===== src/dlle_pkg.sv =====
// Types and codes of the doubly linked list engine.
package dlle_pkg;

    localparam logic [1:0] OP_INS_HEAD = 2'd0;
    localparam logic [1:0] OP_INS_TAIL = 2'd1;
    localparam logic [1:0] OP_DELETE   = 2'd2;

    localparam logic [1:0] STAT_DONE     = 2'd0;
    localparam logic [1:0] STAT_NO_MATCH = 2'd1;
    localparam logic [1:0] STAT_FULL     = 2'd2;

    localparam int COUNT_W = 7;

    typedef struct packed {
        logic [1:0]         op;
        logic signed [31:0] value;
    } t_req;

    typedef struct packed {
        logic [1:0]         status;
        logic [COUNT_W-1:0] element_count;
    } t_rsp;

    typedef struct packed {
        logic alloc;
        logic free;
    } t_pool_cmd;

    typedef enum logic [2:0] {
        ST_IDLE,
        ST_ALLOC,
        ST_LINK,
        ST_WALK,
        ST_DONE
    } t_state;

endpackage


===== src/dlle_ram.sv =====
// Generic single-write, single-read RAM with registered read data.
module dlle_ram #(
    parameter int WIDTH = 32,
    parameter int DEPTH = 64
) (
    input  logic                     i_clk,
    input  logic                     i_wr_en,
    input  logic [$clog2(DEPTH)-1:0] i_wr_addr,
    input  logic [WIDTH-1:0]         i_wr_data,
    input  logic                     i_rd_en,
    input  logic [$clog2(DEPTH)-1:0] i_rd_addr,
    output logic [WIDTH-1:0]         o_rd_data
);

    logic [WIDTH-1:0] r_mem [DEPTH];
    logic [WIDTH-1:0] r_rd_data;

    always_ff @(posedge i_clk) begin
        if (i_wr_en) begin
            r_mem[i_wr_addr] <= i_wr_data;
        end
        if (i_rd_en) begin
            r_rd_data <= r_mem[i_rd_addr];
        end
    end

    assign o_rd_data = r_rd_data;

endmodule


===== src/dlle_free_pool.sv =====
// Node allocator: a stack of returned slots backed by a high-water counter.
module dlle_free_pool #(
    parameter int CAPACITY = 64
) (
    input  logic                        i_clk,
    input  logic                        i_rst_n,
    input  dlle_pkg::t_pool_cmd         i_cmd,
    input  logic [$clog2(CAPACITY)-1:0] i_free_slot,
    output logic [$clog2(CAPACITY)-1:0] o_slot
);

    localparam int AW = $clog2(CAPACITY);
    localparam int LW = $clog2(CAPACITY + 1);

    logic [LW-1:0] r_sp, n_sp;
    logic [LW-1:0] r_hwm, n_hwm;
    logic          r_from_stack, n_from_stack;
    logic [AW-1:0] r_new_slot, n_new_slot;
    logic          stack_rd_en;
    logic [AW-1:0] stack_rd_data;

    // Slots never handed out come from the high-water mark; freed slots
    // go on the stack and are reused first. Callers never ask for a slot
    // when all of them are in use.
    always_comb begin
        n_sp         = r_sp;
        n_hwm        = r_hwm;
        n_from_stack = r_from_stack;
        n_new_slot   = r_new_slot;
        stack_rd_en  = 1'b0;
        if (i_cmd.alloc) begin
            if (r_sp != '0) begin
                stack_rd_en  = 1'b1;
                n_sp         = r_sp - 1'b1;
                n_from_stack = 1'b1;
            end else begin
                n_new_slot   = r_hwm[AW-1:0];
                n_hwm        = r_hwm + 1'b1;
                n_from_stack = 1'b0;
            end
        end else if (i_cmd.free) begin
            n_sp = r_sp + 1'b1;
        end
    end

    always_ff @(posedge i_clk) begin
        if (!i_rst_n) begin
            r_sp  <= '0;
            r_hwm <= '0;
        end else begin
            r_sp  <= n_sp;
            r_hwm <= n_hwm;
        end
        r_from_stack <= n_from_stack;
        r_new_slot   <= n_new_slot;
    end

    dlle_ram #(
        .WIDTH (AW),
        .DEPTH (CAPACITY)
    ) u_stack (
        .i_clk     (i_clk),
        .i_wr_en   (i_cmd.free),
        .i_wr_addr (r_sp[AW-1:0]),
        .i_wr_data (i_free_slot),
        .i_rd_en   (stack_rd_en),
        .i_rd_addr (AW'(r_sp - 1'b1)),
        .o_rd_data (stack_rd_data)
    );

    assign o_slot = r_from_stack ? stack_rd_data : r_new_slot;

endmodule


===== src/doubly_linked_list_engine_core.sv =====
// Doubly linked list engine: a bounded list of signed 32-bit values kept in
// node RAMs with previous and next links. Each request beat yields exactly one
// response beat with a status and the element count after the request, and the
// input stalls while a request is in progress. An insert at head or tail goes
// through ST_ALLOC, ST_LINK (skipped for an empty list) and ST_DONE; an insert
// into a full list or an unused op goes straight to ST_DONE. Delete walks up
// to CAPACITY nodes from the head, reading one node per cycle from the node
// RAMs and feeding the next link straight back as the next read address; a
// single comparator checks each value. A response beat is held until taken.
module doubly_linked_list_engine_core #(
    parameter int CAPACITY = 64
) (
    input  logic           i_clk,
    input  logic           i_rst_n,
    input  logic           i_in_valid,
    output logic           o_in_stall,
    input  dlle_pkg::t_req i_in_data,
    output logic           o_out_valid,
    input  logic           i_out_stall,
    output dlle_pkg::t_rsp o_out_data
);

    localparam int AW = $clog2(CAPACITY);
    localparam int LW = $clog2(CAPACITY + 1);
    localparam logic [LW-1:0] NO_NODE = LW'(CAPACITY);

    dlle_pkg::t_state r_state, n_state;
    logic [1:0]       r_op, n_op;
    logic [31:0]      r_value, n_value;
    logic [1:0]       r_status, n_status;
    logic [LW-1:0]    r_head, n_head;
    logic [LW-1:0]    r_tail, n_tail;
    logic [LW-1:0]    r_count, n_count;
    logic [LW-1:0]    r_cur, n_cur;
    logic [LW-1:0]    r_steps, n_steps;
    logic [LW-1:0]    r_nbr, n_nbr;
    logic [AW-1:0]    r_slot, n_slot;
    logic             r_out_valid, n_out_valid;
    dlle_pkg::t_rsp   r_out_data, n_out_data;

    logic          rd_en;
    logic [AW-1:0] rd_addr;
    logic          val_we, next_we, prev_we;
    logic [AW-1:0] val_waddr, next_waddr, prev_waddr;
    logic [LW-1:0] next_wdata, prev_wdata;
    logic [31:0]   val_rd;
    logic [LW-1:0] next_rd, prev_rd;
    logic [LW-1:0] steps_inc;
    logic          is_empty;

    dlle_pkg::t_pool_cmd pool_cmd;
    logic [AW-1:0]       pool_slot;

    assign steps_inc = r_steps + 1'b1;
    assign is_empty  = (r_head >= NO_NODE) || (r_tail >= NO_NODE);

    always_comb begin
        n_state     = r_state;
        n_op        = r_op;
        n_value     = r_value;
        n_status    = r_status;
        n_head      = r_head;
        n_tail      = r_tail;
        n_count     = r_count;
        n_cur       = r_cur;
        n_steps     = r_steps;
        n_nbr       = r_nbr;
        n_slot      = r_slot;
        n_out_data  = r_out_data;
        n_out_valid = r_out_valid && i_out_stall;
        o_in_stall  = 1'b1;
        rd_en       = 1'b0;
        rd_addr     = r_cur[AW-1:0];
        val_we      = 1'b0;
        next_we     = 1'b0;
        prev_we     = 1'b0;
        val_waddr   = pool_slot;
        next_waddr  = pool_slot;
        prev_waddr  = pool_slot;
        next_wdata  = NO_NODE;
        prev_wdata  = NO_NODE;
        pool_cmd    = '0;

        case (r_state)
            dlle_pkg::ST_IDLE: begin
                o_in_stall = 1'b0;
                if (i_in_valid) begin
                    n_op    = i_in_data.op;
                    n_value = i_in_data.value;
                    case (i_in_data.op)
                        dlle_pkg::OP_INS_HEAD, dlle_pkg::OP_INS_TAIL: begin
                            if (r_count == NO_NODE) begin
                                n_status = dlle_pkg::STAT_FULL;
                                n_state  = dlle_pkg::ST_DONE;
                            end else begin
                                pool_cmd.alloc = 1'b1;
                                n_state        = dlle_pkg::ST_ALLOC;
                            end
                        end
                        dlle_pkg::OP_DELETE: begin
                            if (r_head >= NO_NODE || r_count == '0) begin
                                n_status = dlle_pkg::STAT_NO_MATCH;
                                n_state  = dlle_pkg::ST_DONE;
                            end else begin
                                rd_en   = 1'b1;
                                rd_addr = r_head[AW-1:0];
                                n_cur   = r_head;
                                n_steps = '0;
                                n_state = dlle_pkg::ST_WALK;
                            end
                        end
                        default: begin
                            n_status = dlle_pkg::STAT_DONE;
                            n_state  = dlle_pkg::ST_DONE;
                        end
                    endcase
                end
            end
            dlle_pkg::ST_ALLOC: begin
                val_we   = 1'b1;
                next_we  = 1'b1;
                prev_we  = 1'b1;
                n_slot   = pool_slot;
                n_count  = r_count + 1'b1;
                n_status = dlle_pkg::STAT_DONE;
                if (is_empty) begin
                    n_head  = LW'(pool_slot);
                    n_tail  = LW'(pool_slot);
                    n_state = dlle_pkg::ST_DONE;
                end else if (r_op == dlle_pkg::OP_INS_HEAD) begin
                    next_wdata = r_head;
                    n_nbr      = r_head;
                    n_head     = LW'(pool_slot);
                    n_state    = dlle_pkg::ST_LINK;
                end else begin
                    prev_wdata = r_tail;
                    n_nbr      = r_tail;
                    n_tail     = LW'(pool_slot);
                    n_state    = dlle_pkg::ST_LINK;
                end
            end
            dlle_pkg::ST_LINK: begin
                // Point the old end node's link at the new one.
                if (r_op == dlle_pkg::OP_INS_HEAD) begin
                    prev_we    = 1'b1;
                    prev_waddr = r_nbr[AW-1:0];
                    prev_wdata = LW'(r_slot);
                end else begin
                    next_we    = 1'b1;
                    next_waddr = r_nbr[AW-1:0];
                    next_wdata = LW'(r_slot);
                end
                n_state = dlle_pkg::ST_DONE;
            end
            dlle_pkg::ST_WALK: begin
                if (val_rd == r_value) begin
                    if (prev_rd < NO_NODE) begin
                        next_we    = 1'b1;
                        next_waddr = prev_rd[AW-1:0];
                        next_wdata = next_rd;
                    end else begin
                        n_head = next_rd;
                    end
                    if (next_rd < NO_NODE) begin
                        prev_we    = 1'b1;
                        prev_waddr = next_rd[AW-1:0];
                        prev_wdata = prev_rd;
                    end else begin
                        n_tail = prev_rd;
                    end
                    pool_cmd.free = 1'b1;
                    n_count       = r_count - 1'b1;
                    if (r_count == LW'(1)) begin
                        n_head = NO_NODE;
                        n_tail = NO_NODE;
                    end
                    n_status = dlle_pkg::STAT_DONE;
                    n_state  = dlle_pkg::ST_DONE;
                end else if (next_rd < NO_NODE && steps_inc < r_count) begin
                    // The next link goes straight back out as the read address.
                    rd_en   = 1'b1;
                    rd_addr = next_rd[AW-1:0];
                    n_cur   = next_rd;
                    n_steps = steps_inc;
                end else begin
                    n_status = dlle_pkg::STAT_NO_MATCH;
                    n_state  = dlle_pkg::ST_DONE;
                end
            end
            dlle_pkg::ST_DONE: begin
                if (!r_out_valid || !i_out_stall) begin
                    n_out_valid              = 1'b1;
                    n_out_data.status        = r_status;
                    n_out_data.element_count = dlle_pkg::COUNT_W'(r_count);
                    n_state                  = dlle_pkg::ST_IDLE;
                end
            end
            default: begin
                n_state = dlle_pkg::ST_IDLE;
            end
        endcase
    end

    always_ff @(posedge i_clk) begin
        if (!i_rst_n) begin
            r_state     <= dlle_pkg::ST_IDLE;
            r_head      <= NO_NODE;
            r_tail      <= NO_NODE;
            r_count     <= '0;
            r_out_valid <= 1'b0;
        end else begin
            r_state     <= n_state;
            r_head      <= n_head;
            r_tail      <= n_tail;
            r_count     <= n_count;
            r_out_valid <= n_out_valid;
        end
        r_op       <= n_op;
        r_value    <= n_value;
        r_status   <= n_status;
        r_cur      <= n_cur;
        r_steps    <= n_steps;
        r_nbr      <= n_nbr;
        r_slot     <= n_slot;
        r_out_data <= n_out_data;
    end

    dlle_ram #(
        .WIDTH (32),
        .DEPTH (CAPACITY)
    ) u_value_ram (
        .i_clk     (i_clk),
        .i_wr_en   (val_we),
        .i_wr_addr (val_waddr),
        .i_wr_data (r_value),
        .i_rd_en   (rd_en),
        .i_rd_addr (rd_addr),
        .o_rd_data (val_rd)
    );

    dlle_ram #(
        .WIDTH (LW),
        .DEPTH (CAPACITY)
    ) u_next_ram (
        .i_clk     (i_clk),
        .i_wr_en   (next_we),
        .i_wr_addr (next_waddr),
        .i_wr_data (next_wdata),
        .i_rd_en   (rd_en),
        .i_rd_addr (rd_addr),
        .o_rd_data (next_rd)
    );

    dlle_ram #(
        .WIDTH (LW),
        .DEPTH (CAPACITY)
    ) u_prev_ram (
        .i_clk     (i_clk),
        .i_wr_en   (prev_we),
        .i_wr_addr (prev_waddr),
        .i_wr_data (prev_wdata),
        .i_rd_en   (rd_en),
        .i_rd_addr (rd_addr),
        .o_rd_data (prev_rd)
    );

    dlle_free_pool #(
        .CAPACITY (CAPACITY)
    ) u_free_pool (
        .i_clk       (i_clk),
        .i_rst_n     (i_rst_n),
        .i_cmd       (pool_cmd),
        .i_free_slot (r_cur[AW-1:0]),
        .o_slot      (pool_slot)
    );

    assign o_out_valid = r_out_valid;
    assign o_out_data  = r_out_data;

endmodule


===== config.mk =====
export PLATFORM = sky130hd
export DESIGN_NAME = doubly_linked_list_engine_core
export DESIGN_NICKNAME = d
export VERILOG_FILES = /design/src/dlle_pkg.sv /design/src/dlle_ram.sv /design/src/dlle_free_pool.sv /design/src/doubly_linked_list_engine_core.sv
export SDC_FILE = /design/constraint.sdc
export NUM_CORES = 2
export LEC_CHECK = 0
export ABC_AREA = 0
export BUFFER_PORTS_ARGS = -buffer_cell sky130_fd_sc_hd__buf_2
export CORE_UTILIZATION = 55
export CTS_BUF_LIST = sky130_fd_sc_hd__clkbuf_8
export CTS_CLUSTER_SIZE = 40
export DETAILED_ROUTE_END_ITERATION = 10
export GPL_TIMING_DRIVEN = 0
export PLACE_DENSITY = 0.73
export REMOVE_ABC_BUFFERS = 1
export SLEW_MARGIN = 0
export SYNTH_ARGS = -nofsm -noshare
export SYNTH_HDL_FRONTEND = slang
export SYNTH_SLANG_ARGS = --single-unit

===== constraint.sdc =====
create_clock -name i_clk -period 5.95 [get_ports i_clk]
set_input_delay 0.595 -clock i_clk [delete_from_list [all_inputs] [get_ports i_clk]]
set_output_delay 0.595 -clock i_clk [all_outputs]
set_load 0.05 [all_outputs]

# == Word level (Yosys, flattened, before mapping) ==
# Memory sizes are Yosys's and may differ from the RTL's. A register that Yosys moved wholly into a read port is not among the register bits.
# Index checks and enable logic that the tools add are counted.
# classes
eq_ne,24
reduce_logical,28
addsub,6
bitwise,2
n_mux,107
magnitude_cmp,5
# op_table
cell,n
$mux 7,29
$mux 6,18
$pmux 7 s2,4
$pmux 6 s2,4
$pmux 7 s3,2
$eq 32x32->1,1
$mux 1,31
$add 7x1->7 const B,4
$mux 3,7
$ne 3x3->1 const B,7
$pmux 3 s5,1
$ge 7x7->1 const B,2
$lt 7x7->1 const B,2
$sub 7x1->7 const B,2
$ne 2x2->1 const B,6
$reduce_and 2->1,6
$mux 2,5
$reduce_and 4->1,2
$eq 7x1->1 const B,1
$eq 7x7->1 const B,1
$logic_not 7->1,1
$lt 7x7->1,1
$reduce_bool 7->1,1
$eq 3x2->1 const B,2
22 further kinds,32
# totals
n_memories,4
out_inout_bits,11
regBits,116
in_bits,38
word_cells,194
ramBits,3328
# mem_list
name,words,width,rd,rd_clocked_by_memory_dff,wr,line_no,rtl
u_value_ram.r_mem,64,32,1,1,1,dlle_ram.sv:15,logic [WIDTH-1:0] r_mem [DEPTH];
u_next_ram.r_mem,64,7,1,1,1,dlle_ram.sv:15,
u_prev_ram.r_mem,64,7,1,1,1,dlle_ram.sv:15,
u_free_pool.u_stack.r_mem,64,6,1,1,1,dlle_ram.sv:15,

# == Logic depth before layout (Yosys ltp) ==
# logic_depth
ltp_word,7
depth_mapped,19
depth_no_buf,13

# == Cells and area by module ==
# A second synthesis with hierarchy kept.
# hier_totals
hier_cells,6342
area_unflattened_um2,135864.1
# modules_own_cells
module,seq_area_each_um2,cells_each,instances,area_each_um2
dlle_ram (u_value_ram),62459.9,3324,1,78835.6
dlle_ram (u_next_ram ...),13663.1,827,2,17705.7
dlle_ram (u_free_pool.u_stack),11711.2,729,1,15265.9
doubly_linked_list_engine_core,2602.5,510,1,5159.9
dlle_free_pool,470.5,125,1,1191.1

# == Worst setup path before layout ==
# Ideal clock, no wire load.
# synth_path
path_kind,flip-flop to flip-flop
from,reg r_value[30]
to,"mem u_next_ram.r_mem[0][4] (netlist name), data pin"
slack_ns,0.229
period_less_slack_ns,5.721
arrival_time_ns,5.019
required_ns,5.248
stages_incl_launch_ff,8
n_path_buf,2
path_cell_list,edfxtp_1 xor2_1 nor4_1 nand4_1 or3_1 clkbuf_1 clkbuf_1 o21ai_0
# synth_via
elab_chain_len,3
# synth_rtl
element,line_no,rtl
start: declaration,doubly_linked_list_engine_core.sv:29,"logic [31:0] r_value, n_value;"
start signal: assignment,doubly_linked_list_engine_core.sv:219,r_value <= n_value;
$eq 32x32->1,doubly_linked_list_engine_core.sv:156,if (val_rd == r_value) begin
$mux 7,doubly_linked_list_engine_core.sv:156,
$pmux 7 s3,doubly_linked_list_engine_core.sv:84,case (r_state)
via next_wdata[4],doubly_linked_list_engine_core.sv:45,"logic [LW-1:0] next_wdata, prev_wdata;"
end: declaration,dlle_ram.sv:15,
# The timed path passes the listed nets, and every way through them passes these cells.

# == Worst setup path in the final report ==
# layout_path
from,reg r_value[18]
to,"reg u_value_ram.r_rd_data[22], in the netlist u_value_ram.o_rd_data[22] (read register of u_value_ram.r_mem), data pin"
# layout_via
elab_chain_len,3
elab_cells_between_ends,5
classes_between,1 x eq/ne; 4 x mux
# layout_rtl
element,line_no,rtl
$eq 32x32->1 (*),doubly_linked_list_engine_core.sv:156,
$mux 6 / $mux 1 (equally long branches),doubly_linked_list_engine_core.sv:156,
$pmux 6 s2 / $pmux 1 s2 (equally long branches),doubly_linked_list_engine_core.sv:84,
end: declaration,dlle_ram.sv:16,logic [WIDTH-1:0] r_rd_data;
# Mark *: on every way between the ends. The rest lies on a longest branch, timed or not.
# A chain may end at the register's enable or synchronous reset.

==> metrics <==
clk slew on worst S/H paths=0.07 ns; die width=506.6 microns; final core utilization=63.80%; CTS tree=yes; I/O Buffers=48; area leader, netlist=edfxtp_1; post-DP HPWL=228,900 microns; max-cap viol count=0; worst vdd rail ir drop=0.0002763 V; initial core utilization=55.49%; Critical path origin=r_value[18]; IO Pins=49; Yosys warnings=0; slowest stage delay, CP=0.86 ns; Synth Instances=9,355; Distinct cells, synth=77; number of synthesized register bits=3,495; Max Fanout on Critical Path=33; syn avg cell area=14.97 sq um; Hold Fails Final Rpt=0; share of synthesized registers carrying an async set or reset=0%; layout cells sized above 1=14.53%; clock latency on the worst-skew pair=1.07 ns; Die Y=506.6 microns; CTS sink count=3,495; CP Class=register to register; Post-Syn Area=140,000 sq um; worst-margin pin slew=1.358 ns; status=finished, violations left; Iter 0 DRT Violations=13.09k; area delta synth->final=14.98%; Fmax=166.6 MHz; core area=252,300 sq um; WL/cell=29.32 microns; RSZ-0062 raised after global routing=yes; Root Buffer=clkbuf_8; first-pass GRT wire length=570,700 microns; antenna-violating nets left=0; pre-CTS setup slack=-3.670 ns; CP max-delay cell=a211oi_1; clk_skew=0.07797 ns; top-count cell post-synth=edfxtp_1; TritonCTS buffer count=538; Top FF cell, synth=edfxtp_1; Post-synth EDFFs=3,457; nets@finish=9,687; Remaining Overflow, GRT=0; pwr dens=286.4 nW/um^2; Reg area=104,600 sq um; Setup violations, final=4; CP cell instances=buf_16 -> buf_16 -> xor2_1 -> nor4_2 -> buf_4 -> and4_2 -> a21oi_4 -> buf_4 -> a21oi_1 -> a221o_2 -> nand3b_1 -> buf_8 -> buf_8 -> o32ai_1 -> a211oi_1 -> nand4_1; vias in the first global route=88.76k; fin crit period=6.001 ns; reg-to-reg startpoint=r_value[18]; LEAKAGE=53.89 nW; Worst EP required=6.67 ns; Max transition margin=8.787%; worst reg2reg path depth=16; # fillers=16.81k; RePlAce Congestion=0.8602; post-synth top area share=74.14%; fin. max-slew vios=0; r2r setup slk=-0.05 ns; list of most frequent post-synthesis cells=edfxtp_1, nand2_1, a211oi_1; vias per inst=6.768; CP endpoint=u_value_ram.o_rd_data[22]; area of the multi-input gates=33,780 sq um; clk buf depth=4; Die ar.=256,600 sq um; crit start category=register; total track usage=29.79%; largest net degree at the start of global routing=99; ratio of final minimum period to clock period=100.9%; Worst Path Arrival=6.72 ns; DR pass1 iterations=10; H-tree depth=6; final setup margin=-0.05088 ns; failing checks=setup timing; Area contributors post-synth=edfxtp_1, a211oi_1, nand2_1, and3_1, a21oi_1; Seq/Total Area, Yosys=74.68%; antenna violations before repair=5; crit path capture type=register; row cnt=184; routed vias=90.37k; min-delay worst type=input port to register; number of remaining DRC errors=0; Crit Reg-Reg Endpoint=u_value_ram.o_rd_data[22]; Post-Route WL=391,500 microns
==> routing by layer <==
| metal | GRT usage, % | share of wire [%] |
|---|---|---|
| met2 | 46.70 | 47 |
| met5 | 0 | 0.0033 |
| met1 | 38.81 | 36 |
| met3 | 6.120 | 11 |
| met4 | 17.46 | 6.5 |
==> layout by cell type (no fill, tap or decap), types with 57 or more instances in the layout <==
cell,netlist,final
a21boi_0,132,132
a311oi_1,80,75
a211oi_1,925,908
nand4_1,57,57
nor2_4,0,61
and3_1,552,552
a32o_1,95,94
mux4_2,126,126
buf_16,0,142
nor2_1,302,239
o32ai_1,85,84
clkbuf_8,0,563
o21ai_0,172,164
nand2_1,1070,1059
clkinv_1,4,107
nand3_1,232,232
a21oi_1,632,632
inv_1,23,198
edfxtp_1,3457,3457
buf_4,6,59
buf_12,0,128
==> flip-flops by register name, summed over array words and instances (netlist names), 7 cells and up <==
| name | flops |
|---|---|
| r_tail | 7 |
| u_free_pool.u_stack.r_mem | 384 |
| u_prev_ram.r_mem | 448 |
| r_value | 32 |
| o_out_data | 9 |
| u_next_ram.r_mem | 448 |
| u_free_pool.r_sp | 7 |
| u_next_ram.o_rd_data | 7 |
| u_value_ram.o_rd_data | 32 |
| u_prev_ram.o_rd_data | 7 |
| r_count | 7 |
| u_value_ram.r_mem | 2048 |
| r_steps | 7 |
| r_head | 7 |
==> per-stage QoR <==
stage / power, mW / instances / setup TNS, ns / instance area (sq um) / hold WS (ns)
after CTS: 46.14 / 13330 / -0.1257 / 160700 / 0.07405
final: 46.10 / 13352 / -0.1154 / 161000 / 0.1371
after global placement: 28.21 / 11992 / - / 141300 / 0.4391
after floorplan: 27.92 / 8596 / -2274.08 / 136900 / 0.4003
after detailed placement: 28.37 / 12319 / -839.89 / 149200 / 0.4426
after global routing: 47.25 / 13351 / -0.07639 / 161000 / 0.1213
==> timing repair <==
item	4_1_cts	5_1_grt
endpoints found under the hold margin	39	0
hold buffers	35	0
resized for setup	105	28
buffers inserted	44	13
gates cloned	28	4
pin swaps	24	6
setup endpoints to repair	942	115
==> worst max-delay path: cells and delay by family (launching register included) <==
| family | cells | cell delay (ns) |
|---|---|---|
| compound gates | 5 | 1.97 |
| simple gates | 4 | 1.67 |
| xor+xnor | 1 | 0.20 |
| buf+inv | 6 | 1.31 |
| flops | 1 | 0.45 |
==> kinds of logic after synthesis <==
logic type / count (synthesis) / synth area share (%)
buf+inv: 786 / 2.335
mux: 151 / 2.205
fa+ha+maj: 15 / 0.1340
flops: 3495 / 74.68
compound gates: 2416 / 12.01
simple gates: 2435 / 8.273
xor+xnor: 57 / 0.3565
==> layout make-up <==
class	instances	share of cell area, %
timing repair buffer	489	5.536
inverter	27	0.06295
antenna	6	0.009326
clock inverter	341	1.033
multi-input combinational	5083	20.99
tap	3348	2.602
sequential	3495	64.96
clock buffer	563	4.813
==> worst min-delay path by stage <==
| stage | end | cells past startpoint | from | slack [ns] |
|---|---|---|---|---|
| after global placement | r_tail[6] | 2 | r_tail[6] | 0.44 |
| after CTS | r_state[2] | 2 | i_rst_n | 0.07 |
| final | r_state[2] | 4 | i_in_valid | 0.14 |
| after floorplan | o_out_data[7] | 0 | r_status[0] | 0.40 |
| after detailed placement | r_tail[6] | 2 | r_tail[6] | 0.44 |
| after global routing | r_state[2] | 2 | i_rst_n | 0.12 |
==> report_power, final <==
part | internal, mW | switching (mW)
Clock | 9.06 | 9.09
Sequential | 27.0 | 0.0571
Combinational | 0.266 | 0.592
Total | 36.4 | 9.74
No activity file was read; power rests on OpenSTA's default activity.
